`src/rtl/core/icmp_echo_encapsulator_top_assert.svh`:
```
// Assertion macros shared by the ICMP echo encapsulator RTL.
// Each macro expects signals named clk and rst in the enclosing module.
`ifndef ICMP_ECHO_ENCAPSULATOR_TOP_ASSERT_SVH
`define ICMP_ECHO_ENCAPSULATOR_TOP_ASSERT_SVH

// Check a property on every clock edge outside reset.
`define ICMP_ENC_ASSERT(lbl, prop) \
  lbl: assert property (@(posedge clk) disable iff (rst) prop) \
    else $error("icmp_enc: assertion failed");

// Check a property on every clock edge, reset included.
`define ICMP_ENC_ASSERT_ALWAYS(lbl, prop) \
  lbl: assert property (@(posedge clk) prop) \
    else $error("icmp_enc: assertion failed");

`endif

```
`src/rtl/core/icmp_enc_pkg.sv`:
```
// Shared types and constants for the ICMP echo encapsulator.
// No dependencies; used by the interfaces and every module of the block.
package icmp_enc_pkg;

  localparam int unsigned LEN_W = 17;
  localparam logic [LEN_W-1:0] MAX_PAYLOAD = 17'd65507;
  localparam logic [LEN_W-1:0] LEN_CAP = 17'd65508;
  localparam logic [15:0] HEADER_BYTES = 16'd28;
  localparam logic [2:0] LAST_IDX = 3'd6;

  localparam logic [15:0] IP_VER_TOS = 16'h4500;
  localparam logic [15:0] IP_TTL_PROTO = 16'hFF01;
  localparam logic [15:0] ICMP_TYPE_CODE = 16'h0800;

  // Configuration register indexes
  typedef enum logic [1:0] {
    REG_SRC_ADDR  = 2'd0,
    REG_DST_ADDR  = 2'd1,
    REG_ECHO_IDENT = 2'd2
  } cfg_reg_e;

  typedef struct packed {
    logic [31:0] src_addr;
    logic [31:0] dst_addr;
    logic [15:0] echo_ident;
  } cfg_regs_t;

  // Per-packet summary handed from front to back
  typedef struct packed {
    logic [15:0] csum;
    logic [15:0] total;
    logic        over;
    logic [15:0] id;
  } pkt_desc_t;

endpackage

```
`src/rtl/core/icmp_enc_ifs.sv`:
```
// Channel interfaces of the ICMP echo encapsulator: payload in, header out,
// configuration writes. Depends on icmp_enc_pkg.
interface icmp_enc_in_if import icmp_enc_pkg::*; ();
  logic        valid;
  logic        ready;
  logic [31:0] payload_word;
  logic [2:0]  word_bytes;
  logic        last_word;
  modport source(output valid, payload_word, word_bytes, last_word, input ready);
  modport sink(input valid, payload_word, word_bytes, last_word, output ready);
endinterface

interface icmp_enc_out_if import icmp_enc_pkg::*; ();
  logic        valid;
  logic        ready;
  logic [31:0] header_word;
  logic [2:0]  word_index;
  logic        last_header;
  logic        oversize;
  modport source(output valid, header_word, word_index, last_header, oversize,
                 input ready);
  modport sink(input valid, header_word, word_index, last_header, oversize,
               output ready);
endinterface

interface icmp_enc_cfg_if import icmp_enc_pkg::*; ();
  logic        valid;
  logic        ready;
  logic [1:0]  index;
  logic [31:0] data;
  modport source(output valid, index, data, input ready);
  modport sink(input valid, index, data, output ready);
endinterface

```
`src/rtl/core/icmp_echo_encapsulator_top.sv`:
```
// ICMP echo request encapsulator, IPv4: block top level.
// Payload channel in, header channel out, configuration write channel.
// Depends on icmp_enc_pkg, the channel interfaces, front, queue and back.
//
// Usage: stream payload words on the payload channel, first byte in bits
// 31:24, word_bytes giving the valid bytes (only the last word short).
// On the word marked last_word the block emits seven header words on the
// header channel (20-byte IPv4 header, then 8-byte ICMP echo header).
// Throughput: one payload word per cycle while the queue is not full; the
// back end sends one header word per cycle while the receiver is ready.
// With the back end free, the summary of the last payload word passes the
// queue, register cur and the output register before the first header is valid.
// A two-entry summary queue lets the front keep taking payload while the
// back end drains; payload ready drops only when the queue is full.
// A header receiver stall holds the output register and back end, and
// after the queue fills, the payload channel.
// Reset clears the checksum, length and queue, sets the datagram id to 1
// and the addresses and identifier to 0. The config channel is always
// ready; write it only while the block is idle.
module icmp_echo_encapsulator_top import icmp_enc_pkg::*; (
  input  logic           clk,
  input  logic           rst,
  icmp_enc_in_if.sink    payload,
  icmp_enc_out_if.source header,
  icmp_enc_cfg_if.sink   cfg
);

  cfg_regs_t cfg_regs;
  logic      push;
  logic      pop;
  logic      q_full;
  logic      q_empty;
  pkt_desc_t push_desc;
  pkt_desc_t pop_desc;

  assign cfg.ready = 1'b1;

  // Configuration registers
  always_ff @(posedge clk) begin
    if (rst) begin
      cfg_regs <= '0;
    end else if (cfg.valid) begin
      case (cfg_reg_e'(cfg.index))
        REG_SRC_ADDR: cfg_regs.src_addr <= cfg.data;
        REG_DST_ADDR: cfg_regs.dst_addr <= cfg.data;
        REG_ECHO_IDENT: cfg_regs.echo_ident <= cfg.data[15:0];
        default: cfg_regs <= cfg_regs;
      endcase
    end
  end

  icmp_enc_front u_front (
    .clk    (clk),
    .rst    (rst),
    .payload(payload),
    .q_full (q_full),
    .push   (push),
    .desc   (push_desc)
  );

  icmp_enc_fifo u_fifo (
    .clk    (clk),
    .rst    (rst),
    .push   (push),
    .wr_data(push_desc),
    .pop    (pop),
    .rd_data(pop_desc),
    .full   (q_full),
    .empty  (q_empty)
  );

  icmp_enc_back u_back (
    .clk     (clk),
    .rst     (rst),
    .cfg_regs(cfg_regs),
    .q_empty (q_empty),
    .q_data  (pop_desc),
    .pop     (pop),
    .header  (header)
  );

endmodule

```
`src/rtl/core/icmp_enc_front.sv`:
```
// Front end: accepts payload words, keeps the running checksum, length and
// datagram id, and pushes one packet summary per last word. Uses icmp_enc_pkg.
`include "icmp_echo_encapsulator_top_assert.svh"

module icmp_enc_front import icmp_enc_pkg::*; (
  input  logic              clk,
  input  logic              rst,
  icmp_enc_in_if.sink       payload,
  input  logic              q_full,
  output logic              push,
  output pkt_desc_t         desc
);

  logic [15:0]      sum;
  logic [LEN_W-1:0] len;
  logic [15:0]      id;
  logic [15:0]      sum_next;
  logic [LEN_W-1:0] len_next;
  logic [15:0]      id_next;
  logic             acc;
  logic [2:0]       nb;
  logic [31:0]      word;
  logic [17:0]      s_raw;
  logic [16:0]      s_fold;
  logic [LEN_W-1:0] len_add;
  logic [LEN_W-1:0] len_sat;
  logic             over;

  assign payload.ready = !q_full;
  assign acc = payload.valid && payload.ready;

  // Clamp byte count and mask unused bytes
  always_comb begin
    nb = (payload.word_bytes > 3'd4) ? 3'd4 : payload.word_bytes;
    case (nb)
      3'd0: word = 32'h0;
      3'd1: word = payload.payload_word & 32'hFF00_0000;
      3'd2: word = payload.payload_word & 32'hFFFF_0000;
      3'd3: word = payload.payload_word & 32'hFFFF_FF00;
      default: word = payload.payload_word;
    endcase
  end

  // Ones'-complement accumulate and saturating byte count
  always_comb begin
    s_raw = {2'b00, sum} + {2'b00, word[31:16]} + {2'b00, word[15:0]};
    s_fold = {1'b0, s_raw[15:0]} + {15'd0, s_raw[17:16]};
    sum_next = s_fold[15:0] + {15'd0, s_fold[16]};
    len_add = len + {{(LEN_W-3){1'b0}}, nb};
    len_sat = (len_add > LEN_CAP) ? LEN_CAP : len_add;
    over = len_sat > MAX_PAYLOAD;
    id_next = (id == 16'hFFFF) ? 16'd1 : id + 16'd1;
  end

  // Packet summary for the back end
  assign push = acc && payload.last_word;
  always_comb begin
    desc.csum = sum_next;
    desc.total = over ? 16'hFFFF : len_sat[15:0] + HEADER_BYTES;
    desc.over = over;
    desc.id = id;
  end

  // Advance state; clear sum and length after each packet
  always_ff @(posedge clk) begin
    if (rst) begin
      sum <= 16'd0;
      len <= '0;
      id <= 16'd1;
    end else if (acc) begin
      if (payload.last_word) begin
        sum <= 16'd0;
        len <= '0;
        id <= id_next;
      end else begin
        sum <= sum_next;
        len <= len_sat;
      end
    end
  end

  `ICMP_ENC_ASSERT(a_id_nonzero, id != 16'd0)
  `ICMP_ENC_ASSERT(a_clear_after_last, push |=> (len == '0 && sum == 16'd0))
  `ICMP_ENC_ASSERT(a_over_saturates, (push && desc.over) |-> desc.total == 16'hFFFF)

endmodule

```
`src/rtl/core/icmp_enc_fifo.sv`:
```
// Two-entry queue of packet summaries between front and back.
// Uses pkt_desc_t from icmp_enc_pkg.
module icmp_enc_fifo import icmp_enc_pkg::*; (
  input  logic      clk,
  input  logic      rst,
  input  logic      push,
  input  pkt_desc_t wr_data,
  input  logic      pop,
  output pkt_desc_t rd_data,
  output logic      full,
  output logic      empty
);

  pkt_desc_t  mem [2];
  logic       wr_ptr;
  logic       rd_ptr;
  logic [1:0] count;

  assign full = count == 2'd2;
  assign empty = count == 2'd0;
  assign rd_data = mem[rd_ptr];

  // Store entry
  always_ff @(posedge clk) begin
    if (push) begin
      mem[wr_ptr] <= wr_data;
    end
  end

  // Advance pointers and count
  always_ff @(posedge clk) begin
    if (rst) begin
      wr_ptr <= 1'b0;
      rd_ptr <= 1'b0;
      count <= 2'd0;
    end else begin
      if (push) begin
        wr_ptr <= !wr_ptr;
      end
      if (pop) begin
        rd_ptr <= !rd_ptr;
      end
      case ({push, pop})
        2'b10: count <= count + 2'd1;
        2'b01: count <= count - 2'd1;
        default: count <= count;
      endcase
    end
  end

endmodule

```
`src/rtl/core/icmp_enc_back.sv`:
```
// Back end: takes one packet summary at a time, forms the seven header
// words with both checksums and drives the output register. Uses icmp_enc_pkg.
`include "icmp_echo_encapsulator_top_assert.svh"

module icmp_enc_back import icmp_enc_pkg::*; (
  input  logic          clk,
  input  logic          rst,
  input  cfg_regs_t     cfg_regs,
  input  logic          q_empty,
  input  pkt_desc_t     q_data,
  output logic          pop,
  icmp_enc_out_if.source header
);

  pkt_desc_t   cur;
  logic        cur_valid;
  logic [2:0]  idx;
  logic        out_valid;
  logic [31:0] out_word;
  logic [2:0]  out_idx;
  logic        out_last;
  logic        out_over;
  logic        slot_free;
  logic        emit;
  logic        done;
  logic [18:0] ip_raw;
  logic [16:0] ip_fold;
  logic [15:0] ip_sum;
  logic [17:0] ic_raw;
  logic [16:0] ic_fold;
  logic [15:0] ic_sum;
  logic [31:0] word;

  assign slot_free = !out_valid || header.ready;
  assign emit = cur_valid && slot_free;
  assign done = emit && idx == LAST_IDX;
  assign pop = !q_empty && (!cur_valid || done);

  // IPv4 header checksum over the fixed and variable fields
  always_comb begin
    ip_raw = {3'd0, IP_VER_TOS} + {3'd0, cur.total} + {3'd0, cur.id}
           + {3'd0, IP_TTL_PROTO}
           + {3'd0, cfg_regs.src_addr[31:16]} + {3'd0, cfg_regs.src_addr[15:0]}
           + {3'd0, cfg_regs.dst_addr[31:16]} + {3'd0, cfg_regs.dst_addr[15:0]};
    ip_fold = {1'b0, ip_raw[15:0]} + {14'd0, ip_raw[18:16]};
    ip_sum = ip_fold[15:0] + {15'd0, ip_fold[16]};
  end

  // ICMP checksum: payload sum plus the echo header
  always_comb begin
    ic_raw = {2'd0, cur.csum} + {2'd0, ICMP_TYPE_CODE}
           + {2'd0, cfg_regs.echo_ident} + {2'd0, cur.id};
    ic_fold = {1'b0, ic_raw[15:0]} + {15'd0, ic_raw[17:16]};
    ic_sum = ic_fold[15:0] + {15'd0, ic_fold[16]};
  end

  // Select the header word for the current position
  always_comb begin
    case (idx)
      3'd0: word = {IP_VER_TOS, cur.total};
      3'd1: word = {cur.id, 16'h0000};
      3'd2: word = {IP_TTL_PROTO, ~ip_sum};
      3'd3: word = cfg_regs.src_addr;
      3'd4: word = cfg_regs.dst_addr;
      3'd5: word = {ICMP_TYPE_CODE, ~ic_sum};
      default: word = {cfg_regs.echo_ident, cur.id};
    endcase
  end

  // Load the next packet and step through its words
  always_ff @(posedge clk) begin
    if (rst) begin
      cur_valid <= 1'b0;
      idx <= 3'd0;
    end else begin
      if (pop) begin
        cur_valid <= 1'b1;
      end else if (done) begin
        cur_valid <= 1'b0;
      end
      if (done) begin
        idx <= 3'd0;
      end else if (emit) begin
        idx <= idx + 3'd1;
      end
    end
  end

  always_ff @(posedge clk) begin
    if (pop) begin
      cur <= q_data;
    end
  end

  // Output register
  always_ff @(posedge clk) begin
    if (rst) begin
      out_valid <= 1'b0;
    end else if (slot_free) begin
      out_valid <= emit;
    end
  end

  always_ff @(posedge clk) begin
    if (emit) begin
      out_word <= word;
      out_idx <= idx;
      out_last <= idx == LAST_IDX;
      out_over <= cur.over;
    end
  end

  assign header.valid = out_valid;
  assign header.header_word = out_word;
  assign header.word_index = out_idx;
  assign header.last_header = out_last;
  assign header.oversize = out_over;

  `ICMP_ENC_ASSERT(a_idx_idle, !cur_valid |-> idx == 3'd0)
  `ICMP_ENC_ASSERT(a_last_emitted, done |=> (out_valid && out_last))
  `ICMP_ENC_ASSERT(a_stall_holds_idx, (out_valid && !header.ready) |=> $stable(idx))

endmodule
```
`src/flat_wrapper.sv`:
```
// flat-port wrapper written by rule: the top's interface ports become plain ports
module icmp_echo_encapsulator_top_flat import icmp_enc_pkg::*;
  (clk, rst, payload_valid, payload_payload_word, payload_word_bytes, payload_last_word, payload_ready, header_valid, header_header_word, header_word_index, header_last_header, header_oversize, header_ready, cfg_valid, cfg_index, cfg_data, cfg_ready);
  icmp_enc_in_if payload_i ();
  icmp_enc_out_if header_i ();
  icmp_enc_cfg_if cfg_i ();
  input  logic clk;
  input  logic rst;
  input wire logic [$bits(payload_i.valid)-1:0] payload_valid;
  input wire logic [$bits(payload_i.payload_word)-1:0] payload_payload_word;
  input wire logic [$bits(payload_i.word_bytes)-1:0] payload_word_bytes;
  input wire logic [$bits(payload_i.last_word)-1:0] payload_last_word;
  output wire logic [$bits(payload_i.ready)-1:0] payload_ready;
  output wire logic [$bits(header_i.valid)-1:0] header_valid;
  output wire logic [$bits(header_i.header_word)-1:0] header_header_word;
  output wire logic [$bits(header_i.word_index)-1:0] header_word_index;
  output wire logic [$bits(header_i.last_header)-1:0] header_last_header;
  output wire logic [$bits(header_i.oversize)-1:0] header_oversize;
  input wire logic [$bits(header_i.ready)-1:0] header_ready;
  input wire logic [$bits(cfg_i.valid)-1:0] cfg_valid;
  input wire logic [$bits(cfg_i.index)-1:0] cfg_index;
  input wire logic [$bits(cfg_i.data)-1:0] cfg_data;
  output wire logic [$bits(cfg_i.ready)-1:0] cfg_ready;
  assign payload_i.valid = payload_valid;
  assign payload_i.payload_word = payload_payload_word;
  assign payload_i.word_bytes = payload_word_bytes;
  assign payload_i.last_word = payload_last_word;
  assign payload_ready = payload_i.ready;
  assign header_valid = header_i.valid;
  assign header_header_word = header_i.header_word;
  assign header_word_index = header_i.word_index;
  assign header_last_header = header_i.last_header;
  assign header_oversize = header_i.oversize;
  assign header_i.ready = header_ready;
  assign cfg_i.valid = cfg_valid;
  assign cfg_i.index = cfg_index;
  assign cfg_i.data = cfg_data;
  assign cfg_ready = cfg_i.ready;
  icmp_echo_encapsulator_top u_core (.clk(clk), .rst(rst), .payload(payload_i), .header(header_i), .cfg(cfg_i));
endmodule
```
`config.mk`:
```
export PLATFORM = sky130hd
export DESIGN_NAME = icmp_echo_encapsulator_top_flat
export DESIGN_NICKNAME = d
export VERILOG_FILES = /design/src/rtl/core/icmp_enc_pkg.sv /design/src/rtl/core/icmp_enc_ifs.sv /design/src/rtl/core/icmp_echo_encapsulator_top.sv /design/src/rtl/core/icmp_enc_front.sv /design/src/rtl/core/icmp_enc_fifo.sv /design/src/rtl/core/icmp_enc_back.sv /design/src/flat_wrapper.sv
export VERILOG_INCLUDE_DIRS = /design/src /design/src/rtl/core
export SDC_FILE = /design/constraint.sdc
export NUM_CORES = 1
export LEC_CHECK = 0
export BUFFER_PORTS_ARGS = -buffer_cell sky130_fd_sc_hd__buf_2
export CELL_PAD_IN_SITES_DETAIL_PLACEMENT = 1
export CELL_PAD_IN_SITES_GLOBAL_PLACEMENT = 1
export CORE_MARGIN = 1.5
export CORE_UTILIZATION = 53
export DETAILED_ROUTE_END_ITERATION = 8
export GPL_TIMING_DRIVEN = 0
export PLACE_DENSITY = 0.91
export SLEW_MARGIN = 40
export SYNTH_ARGS = -nofsm -noshare
export SYNTH_HDL_FRONTEND = slang
export SYNTH_SLANG_ARGS = --single-unit
```
`constraint.sdc`:
```
create_clock -name clk -period 22.9 [get_ports clk]
set_input_delay 3.435 -clock clk [delete_from_list [all_inputs] [get_ports clk]]
set_output_delay 3.435 -clock clk [all_outputs]
set_load 0.03 [all_outputs]
```
==> impl_metrics.yaml, run 1 <==
min_path:
  worstHoldPathType: "reg -> reg"
timing:
  finalWorstPathRequiredPeriod_ns: 10.64
  fmax_mhz: 94.0
  rsz0062_at_grt: "false"
  final-setup-viol-count: 0
  finalCritPeriodShare_pct: 46.5
  maxSlewViolCount: 0
  slew_headroom_pct: 38.6
  finalSetupTns_ns: 0
  hold_violations: 0
  skew_ns: 0.0182
  worst_slew_pin_slew_ns: 0.920
clocking:
  cts_tree: "built"
  path_clk_slew_ns: 0.06
  htree_levels: 2
  clk-insertion-delay-late_ns: 0.59
  hold_buffers: 0
  ctsResizeCount: 0
  cts_setup_buffers: 0
  cts_buffer_depth: 3
  clock_sinks: 322
  cts_root_buffer: "clkbuf_16"
  cts_buffers: 37
global_routing:
  grt_max_degree: 40
  antenna_found_initial: 4
  grt_use_total_pct: 38.0
  overflow: 0
  grt_pass1_wl_um: 112000
  grt_pass1_vias: 18900
pwr:
  irDropWorstVdd_v: 0.000116
  p_leak_nw: 9.28
  power_density_nw_per_um2: 178
die:
  die_h_um: 200
  num_rows: 71
  io_pins: 115
  die_w_um: 200
  start_util_pct: 54.2
  core_area_um2: 37900
  dieArea_um2: 40000
critical_path:
  worst-path-max-fanout: 9
  max_stage_delay_ns: 0.59
  cp.required_ns: 23.19
  worstSetupPathType: "in -> reg"
  cp_data_arrival_time_ns: 10.92
  cpMostUsedCell: "ha_1"
  crit_slowest_cell: "nor2_1"
  cp_top_family: "simple AND/OR/NAND/NOR gates"
  endpoint_kind: "flip-flop"
  worstSetupStartpointType: "primary input"
  path_buf_inv: 3
final_layout:
  final_cell_mix: "nand2_1, inv_1, a21oi_1"
  fin_nets: 2540
  drive_gt1_share_pct: 12.4
  design_area_um2: 23100
  fillers: 4264
  area_growth_pct: 12.4
  final_common_cell: "nand2_1"
detailed_routing:
  wl_per_cell_um: 26.4
  initialDrtViolationCount: 1801
  totalWireLength_um: 73900
  firstDrtPassIters: 6
  num_vias: 17800
  drc: 0
  viasPerCell: 6.35
  ant_nets: 0
synth:
  synth-edff-count: 184
  postSynth.asyncResetShare_pct: 0
  syn_nets: 2385
  ys_seq_area_share_pct: 40.3
  synth_cell_types: 99
  synthCells: 2104
  synth-main-ff-cell: "edfxtp_1"
  synth_area_um2: 20500
  yosys_warnings: 0
  syn_area_per_cell_um2: 9.77
  synth_seq_cells: 322
placed_design:
  dpl.hpwl_um: 54700
  post_dp_cell_area_um2: 21800
  place.gp.congestion: 1.05
  port_buffers: 112
run:
  maxCapViolCount: 0
outcome:
  status: "completed"
## metrics by stage
stage	total power, mW	hold WS (ns)	instances	worst slack (ns)	utilization (%)
after global placement	3.18	0.414	2727	12.53	57.3
after global routing	4.35	0.455	2798	11.85	60.9
after floorplan	2.58	0.400	2104	13.76	-
after CTS	4.04	0.430	2798	12.42	60.8
final	4.11	0.426	2799	12.26	60.9
after detailed placement	3.35	0.413	2731	12.21	57.6
## flip-flops by register name, summed over array words and instances (netlist names), 3 cells and up
signal / count
u_core.cfg_regs: 80
u_core.u_fifo.mem: 98
u_core.u_back.header.header_word: 32
u_core.u_front.len: 17
u_core.u_back.header.word_index: 3
u_core.u_back.idx: 3
u_core.u_back.cur: 49
u_core.u_front.id: 16
u_core.u_front.sum: 16
## synth_stat cells, drive strengths merged (62+ instances only)
| cell | number | share of area (%) |
|---|---|---|
| nand2 | 273 | 5.0 |
| inv | 206 | 3.8 |
| a21oi | 192 | 4.7 |
| edfxtp | 184 | 27 |
| dfxtp | 138 | 13 |
| nor2 | 138 | 2.5 |
| ha | 106 | 6.5 |
| fa | 100 | 9.7 |
| clkbuf | 68 | 1.3 |
| xnor2 | 67 | 2.9 |
| o21ai | 63 | 1.6 |
| xor2 | 62 | 2.6 |
## report_power, final
part           switching (mW)  internal [mW]
clock                   0.263          0.361
sequential             0.0825          0.751
combinational            1.72          0.928
## cells by family (layout without fill, tap and decap cells)
family                   Yosys count  in the layout  synth area share (%)
AO/OA/AOI/OAI                    465            465                  14.7
XOR/XNOR                         130            130                  5.61
adder cells (fa/ha/maj)          208            208                  16.3
buffers and inverters            286            469                  5.41
flip-flops                       322            322                  40.3
multiplexers                      51             51                  2.81
other                              1              2                0.0183
AND/OR/NAND/NOR                  641            641                  14.8
## routing by layer
metal	track usage (%)	part of all wire, %	vias to the layer above
met5	0	0.042	-
met4	23.6	6.9	4
met3	8.08	8.0	287
met2	63.6	47	929
met1	44.6	38	8897
li1	-	-	7656
## final cells by class
class                      count  area [um^2]  share of cell area [%]
timing repair buffer         116          631                    2.73
sequential                   322         8290                    35.9
multi-input combinational   1496        11200                    48.4
buffer                        80          342                    1.48
clock inverter                20          218                   0.943
clock buffer                  47         1020                    4.40
inverter                     206          776                    3.36
tap                          511          639                    2.77
antenna                        1         2.50                  0.0108
## worst paths after layout
path | startpoint | to | slack, ns | cells past startpoint
setup / recovery | payload_word_bytes[2] | u_core.u_fifo.mem[0][48] | 12.26 | 30
hold / removal | u_core.u_back.cur[16] | u_core.u_back.header.oversize | 0.43 | 0
hold reg to reg | u_core.u_back.cur[16] | u_core.u_back.header.oversize | 0.43 | 0
setup reg to reg | u_core.u_back.cur[5] | u_core.u_back.header.header_word[13] | 12.63 | 36
Note: power is estimated with default switching activity, not from simulation.
==> run 2, diff against run 1 <==
CORE_UTILIZATION = 44   (was 53)
PLACE_DENSITY = 0.81   (was 0.91)
clock period = 8.6 ns   (was 22.9 ns; I/O delays follow)
==> impl_metrics.yaml, run 2 (same netlist as run 1, synthesis figures left out) <==
detailed_routing:
  num_vias: 17000
  viasPerCell: 5.86
  totalWireLength_um: 69100
  drc: 0
  ant_nets: 0
  initialDrtViolationCount: 1466
  firstDrtPassIters: 6
  wl_per_cell_um: 23.8
die:
  start_util_pct: 44.9
  dieArea_um2: 48000
  die_w_um: 219
  die_h_um: 219
  num_rows: 78
  core_area_um2: 45800
  io_pins: 115
placed_design:
  port_buffers: 112
  post_dp_cell_area_um2: 22000
  dpl.cell_count: 2821
  place.gp.congestion: 0.985
  dpl.hpwl_um: 53300
critical_path:
  endpoint_kind: "flip-flop"
  cp_data_arrival_time_ns: 8.66
  endpoint: "u_core.u_back.header.header_word[13]"
  reg2reg_to: "u_core.u_back.header.header_word[13]"
  r2r_start: "u_core.u_back.cur[3]"
  startpoint: "u_core.u_back.cur[3]"
  cp.required_ns: 8.90
  worst-path-max-fanout: 4
  crit_slowest_cell: "fa_1"
  r2r_cells: 36
  worstSetupPathType: "reg -> reg"
  reg2reg_setup_slack_ns: 0.24
  worstSetupStartpointType: "flip-flop"
  max_stage_delay_ns: 0.55
timing:
  skew_ns: 0.0314
  worst_slew_pin_slew_ns: 0.863
  fmax_mhz: 120
  final-setup-viol-count: 0
  finalWorstPathRequiredPeriod_ns: 8.36
  finalCritPeriodShare_pct: 97.2
  hold_violations: 0
  slew_headroom_pct: 42.3
  finalSetupTns_ns: 0
  maxSlewViolCount: 0
final_layout:
  largest_reg_flops: 98
  fillers: 5137
  largestRegisters: "u_core.u_fifo.mem: 98 flops, u_core.cfg_regs: 80 flops, u_core.u_back.cur: 49 flops"
  fin_nets: 2554
  utilization_pct: 51.5
  largest_register: "u_core.u_fifo.mem"
  fin_cells: 2903
  final_common_cell: "nand2_1"
  drive_gt1_share_pct: 14.6
  area_growth_pct: 14.7
  final_cell_mix: "nand2_1, inv_1, a21oi_1"
  design_area_um2: 23600
pwr:
  p_seq_share_pct: 20.0
  power_density_nw_per_um2: 468
  p_sw_mw: 5.43
  irDropWorstVdd_v: 0.000424
  p_int_mw: 5.59
  clock_power_share_pct: 15.4
  p_leak_nw: 9.41
  switching_share_pct: 49.3
  pwr-share-comb_pct: 64.5
run:
  maxCapViolCount: 0
global_routing:
  antenna_found_initial: 4
  grt_pass1_wl_um: 105000
  overflow: 0
  grt_use_total_pct: 29.0
  grt_pass1_vias: 17800
  grt_max_degree: 40
clocking:
  cts_root_buffer: "clkbuf_16"
  clk-insertion-delay-late_ns: 0.58
  cts_buffers: 37
  htree_levels: 2
  clock_sinks: 322
  cts_tree: "built"
  path_clk_slew_ns: 0.06
  cts_buffer_depth: 3
min_path:
  worstHoldPathType: "reg -> reg"
outcome:
  status: "completed"
==> run 2: changes by cell type in the layout (fill, tap and decap cells not counted), moves of 3 or more <==
cell / before / now
clkbuf_1: 72 / 67
inv_2: 0 / 3
clkinv_1: 5 / 2
ha_1: 106 / 98
buf_4: 1 / 15
clkbuf_8: 2 / 5
clkinv_2: 3 / 7
nor2_1: 134 / 131
inv_1: 205 / 202
nor3_1: 24 / 21
ha_2: 0 / 6
nor2_2: 3 / 6
==> run 2: how the worst min path moves through the flow <==
| stage | from | end | cells past startpoint |
|---|---|---|---|
| after CTS | u_core.u_back.cur[16] | u_core.u_back.header.oversize | 0 |
| after floorplan | u_core.u_back.cur[16] | u_core.u_back.header.oversize | 0 |
| after detailed placement | u_core.u_back.cur[16] | u_core.u_back.header.oversize | 0 |
| final | u_core.u_back.cur[16] | u_core.u_back.header.oversize | 0 |
| after global placement | u_core.u_back.cur[16] | u_core.u_back.header.oversize | 0 |
| after global routing | u_core.u_back.cur[16] | u_core.u_back.header.oversize | 0 |
==> run 2: final cells by class <==
| cell class | count | area, um^2 | share of cell area [%] |
|---|---|---|---|
| repair buffers | 131 | 776 | 3.29 |
| diodes | 1 | 2.50 | 0.0106 |
| flip-flops and latches | 322 | 8290 | 35.2 |
| plain buffers | 79 | 339 | 1.44 |
| clock buffers | 46 | 1020 | 4.33 |
| multi-input cells | 1496 | 11300 | 48.1 |
| inverters | 206 | 776 | 3.29 |
| clock inverters | 22 | 284 | 1.21 |
| well taps | 600 | 751 | 3.19 |
==> run 2: critical path: cells and delay by family, from the launching register on <==
family          cells  cell delay [ns]
xor+xnor            2             0.49
compound gates     11             2.12
flops               1             0.46
simple gates       10             1.60
fa+ha+maj           8             3.11
buf+inv             5             0.30
==> run 2: metal layers <==
metal	global-route usage [%]	share of wire, %	routed length [um]
met3	3.81	6.1	4230
met2	48.9	47	32800
met5	0	0.10	71
met4	14.7	5.4	3710
met1	36.4	41	28300
==> run 2: repair_timing <==
action | 4_1_cts | 5_1_grt
gates resized for setup | 13 | 22
setup buffers | 4 | 10
pin swaps | 3 | 9
hold buffers | 0 | 0
setup endpoints to repair | 15 | 8
==> run 2: metrics by stage <==
step / setup slack (ns) / hold slack [ns] / power, mW
finish: 0.242 / 0.428 / 11.0
global route: -0.0192 / 0.452 / 11.7
CTS: 0.0113 / 0.429 / 10.7
detailed placement: -1.20 / 0.415 / 8.76
global placement: -0.984 / 0.431 / 8.42
floorplan: 0.782 / 0.400 / 6.86
==> run 2: power by group through the flow <==
stage / sequential [mW] / combinational, mW / clock [mW]
2_1_floorplan: 2.26 / 4.60 / 0
3_3_place_gp: 2.24 / 6.18 / 0
3_5_place_dp: 2.24 / 6.52 / 0
4_1_cts: 2.21 / 6.78 / 1.72
5_1_grt: 2.23 / 7.73 / 1.76
6_report: 2.21 / 7.11 / 1.70
==> run 3, diff against run 2 <==
CELL_PAD_IN_SITES_DETAIL_PLACEMENT = 0   (was 1)
CORE_UTILIZATION = 30   (was 44)
PLACE_DENSITY = 0.6   (was 0.81)
RECOVER_POWER = 25   (was unset)
==> impl_metrics.yaml, run 3 (same netlist as run 1, synthesis figures left out) <==
global_routing:
  grt_pass1_wl_um: 98000
  grt_max_degree: 40
  antenna_found_initial: 7
  grt_pass1_vias: 15900
  overflow: 0
  grt_use_total_pct: 18.7
placed_design:
  place.gp.congestion: 0.921
  dpl.hpwl_um: 52300
  port_buffers: 112
  post-place-ws_ns: -1.25
final_layout:
  fin_nets: 2559
  final_cell_mix: "nand2_1, inv_1, a21oi_1"
  largest_reg_flops: 98
  fillers: 6853
  area_growth_pct: 16.6
  largestRegisters: "u_core.u_fifo.mem: 98 flops, u_core.cfg_regs: 80 flops, u_core.u_back.cur: 49 flops"
  utilization_pct: 35.5
  drive_gt1_share_pct: 13.9
  final_common_cell: "nand2_1"
  largest_register: "u_core.u_fifo.mem"
die:
  die_w_um: 265
  dieArea_um2: 70100
  start_util_pct: 30.4
  num_rows: 95
  die_h_um: 265
  io_pins: 115
  core_area_um2: 67500
pwr:
  irDropWorstVdd_v: 0.000316
  clock_power_share_pct: 15.0
  p_int_mw: 5.68
  switching_share_pct: 48.8
  pwr-share-comb_pct: 65.2
  p_leak_nw: 9.39
  p_seq_share_pct: 19.9
  p_total_mw: 11.1
  power_density_nw_per_um2: 463
  p_sw_mw: 5.42
critical_path:
  crit_slowest_cell: "fa_1"
  worstSetupStartpointType: "flip-flop"
  worst-path-max-fanout: 5
  worstSetupPathType: "reg -> reg"
  cp.required_ns: 8.91
  endpoint_kind: "flip-flop"
  cp_top_family: "adder cells"
  cp_data_arrival_time_ns: 8.53
  cpMostUsedCell: "inv_1"
  path_buf_inv: 5
  max_stage_delay_ns: 0.53
detailed_routing:
  firstDrtPassIters: 6
  ant_nets: 0
  viasPerCell: 5.06
  num_vias: 16100
  drc: 0
  wl_per_cell_um: 20.7
  initialDrtViolationCount: 1248
  totalWireLength_um: 65800
timing:
  finalCritPeriodShare_pct: 95.6
  hold_violations: 0
  maxSlewViolCount: 40
  timing.final.ws_setup_ns: 0.381
  finalWorstPathRequiredPeriod_ns: 8.22
  slew_headroom_pct: -41.1
  skew_ns: 0.0412
  final-setup-viol-count: 0
  worst_slew_pin_slew_ns: 2.11
  finalSetupTns_ns: 0
  fmax_mhz: 122
  hold_slack_ns: 0.447
clocking:
  cts_tree: "built"
  hold_buffers: 0
  clock_sinks: 322
  cts_buffers: 40
  htree_levels: 2
  path_clk_slew_ns: 0.06
  cts_buffer_depth: 3
  cts_root_buffer: "clkbuf_16"
  clk-insertion-delay-late_ns: 0.59
min_path:
  worstHoldPathType: "reg -> reg"
run:
  maxCapViolCount: 1
outcome:
  violations: "capacitance limit, slew limit"
  status: "finished with violations"
==> run 3: cell count changes in the layout (fill, tap and decap cells not counted), sizes merged <==
cell | before | now
bufinv | 5 | 2
clkinv | 12 | 9
clkinvlp | 4 | 5
buf | 143 | 144
clkbuf | 113 | 124
diode | 1 | 2
==> run 3: final timing paths <==
check                         from                                   end  slack (ns)  depth (start not counted)
max reg2reg   u_core.u_back.cur[5]  u_core.u_back.header.header_word[13]        0.38                         36
min reg2reg  u_core.u_back.cur[16]         u_core.u_back.header.oversize        0.45                          0
max           u_core.u_back.cur[5]  u_core.u_back.header.header_word[13]        0.38                         36
min          u_core.u_back.cur[16]         u_core.u_back.header.oversize        0.45                          0
==> run 3: what timing repair did <==
| item | in CTS | in global routing |
|---|---|---|
| gates cloned | 0 | 0 |
| setup endpoints to repair | 14 | 8 |
| resized for setup | 12 | 32 |
| pin swaps | 6 | 12 |
| buffers inserted | 6 | 12 |
==> run 3: layout make-up <==
| cell class | instances | area, um^2 | area share (%) |
|---|---|---|---|
| repair buffers | 134 | 777 | 3.24 |
| inverters | 206 | 774 | 3.23 |
| well taps | 873 | 1090 | 4.56 |
| multi-input cells | 1496 | 11400 | 47.7 |
| clock buffers | 56 | 1090 | 4.55 |
| plain buffers | 78 | 315 | 1.32 |
| diodes | 2 | 5.00 | 0.0209 |
| flip-flops and latches | 322 | 8290 | 34.6 |
| clock inverters | 17 | 186 | 0.778 |
==> run 3: power groups by stage <==
stage / clock network [mW] / logic [mW] / registers [mW]
floorplan: 0 / 4.60 / 2.26
global placement: 0 / 6.52 / 2.25
detailed placement: 0 / 6.59 / 2.24
CTS: 1.70 / 6.82 / 2.21
global route: 1.76 / 7.94 / 2.23
finish: 1.66 / 7.23 / 2.20
==> run 3: layer usage <==
layer | global-route usage [%] | share of wire [%]
met4 | 8.49 | 4.4
met5 | 0 | 0.049
met1 | 24.7 | 44
met2 | 29.4 | 44
met3 | 3.99 | 6.9
==> run 3: through the flow <==
stage                     instances  area [um^2]
after floorplan                2104        20500
after global placement         3089        22200
after detailed placement       3093        22300
after CTS                      3171        23700
after global routing           3182        24000
final                          3184        24000
==> run 3: worst reg2reg max path: cells and delay by family (launching register included) <==
family          cells  cell delay (ns)
flops               1             0.51
simple gates       12             2.03
compound gates     10             1.79
fa+ha+maj           7             2.85
xor+xnor            2             0.45
buf+inv             5             0.33
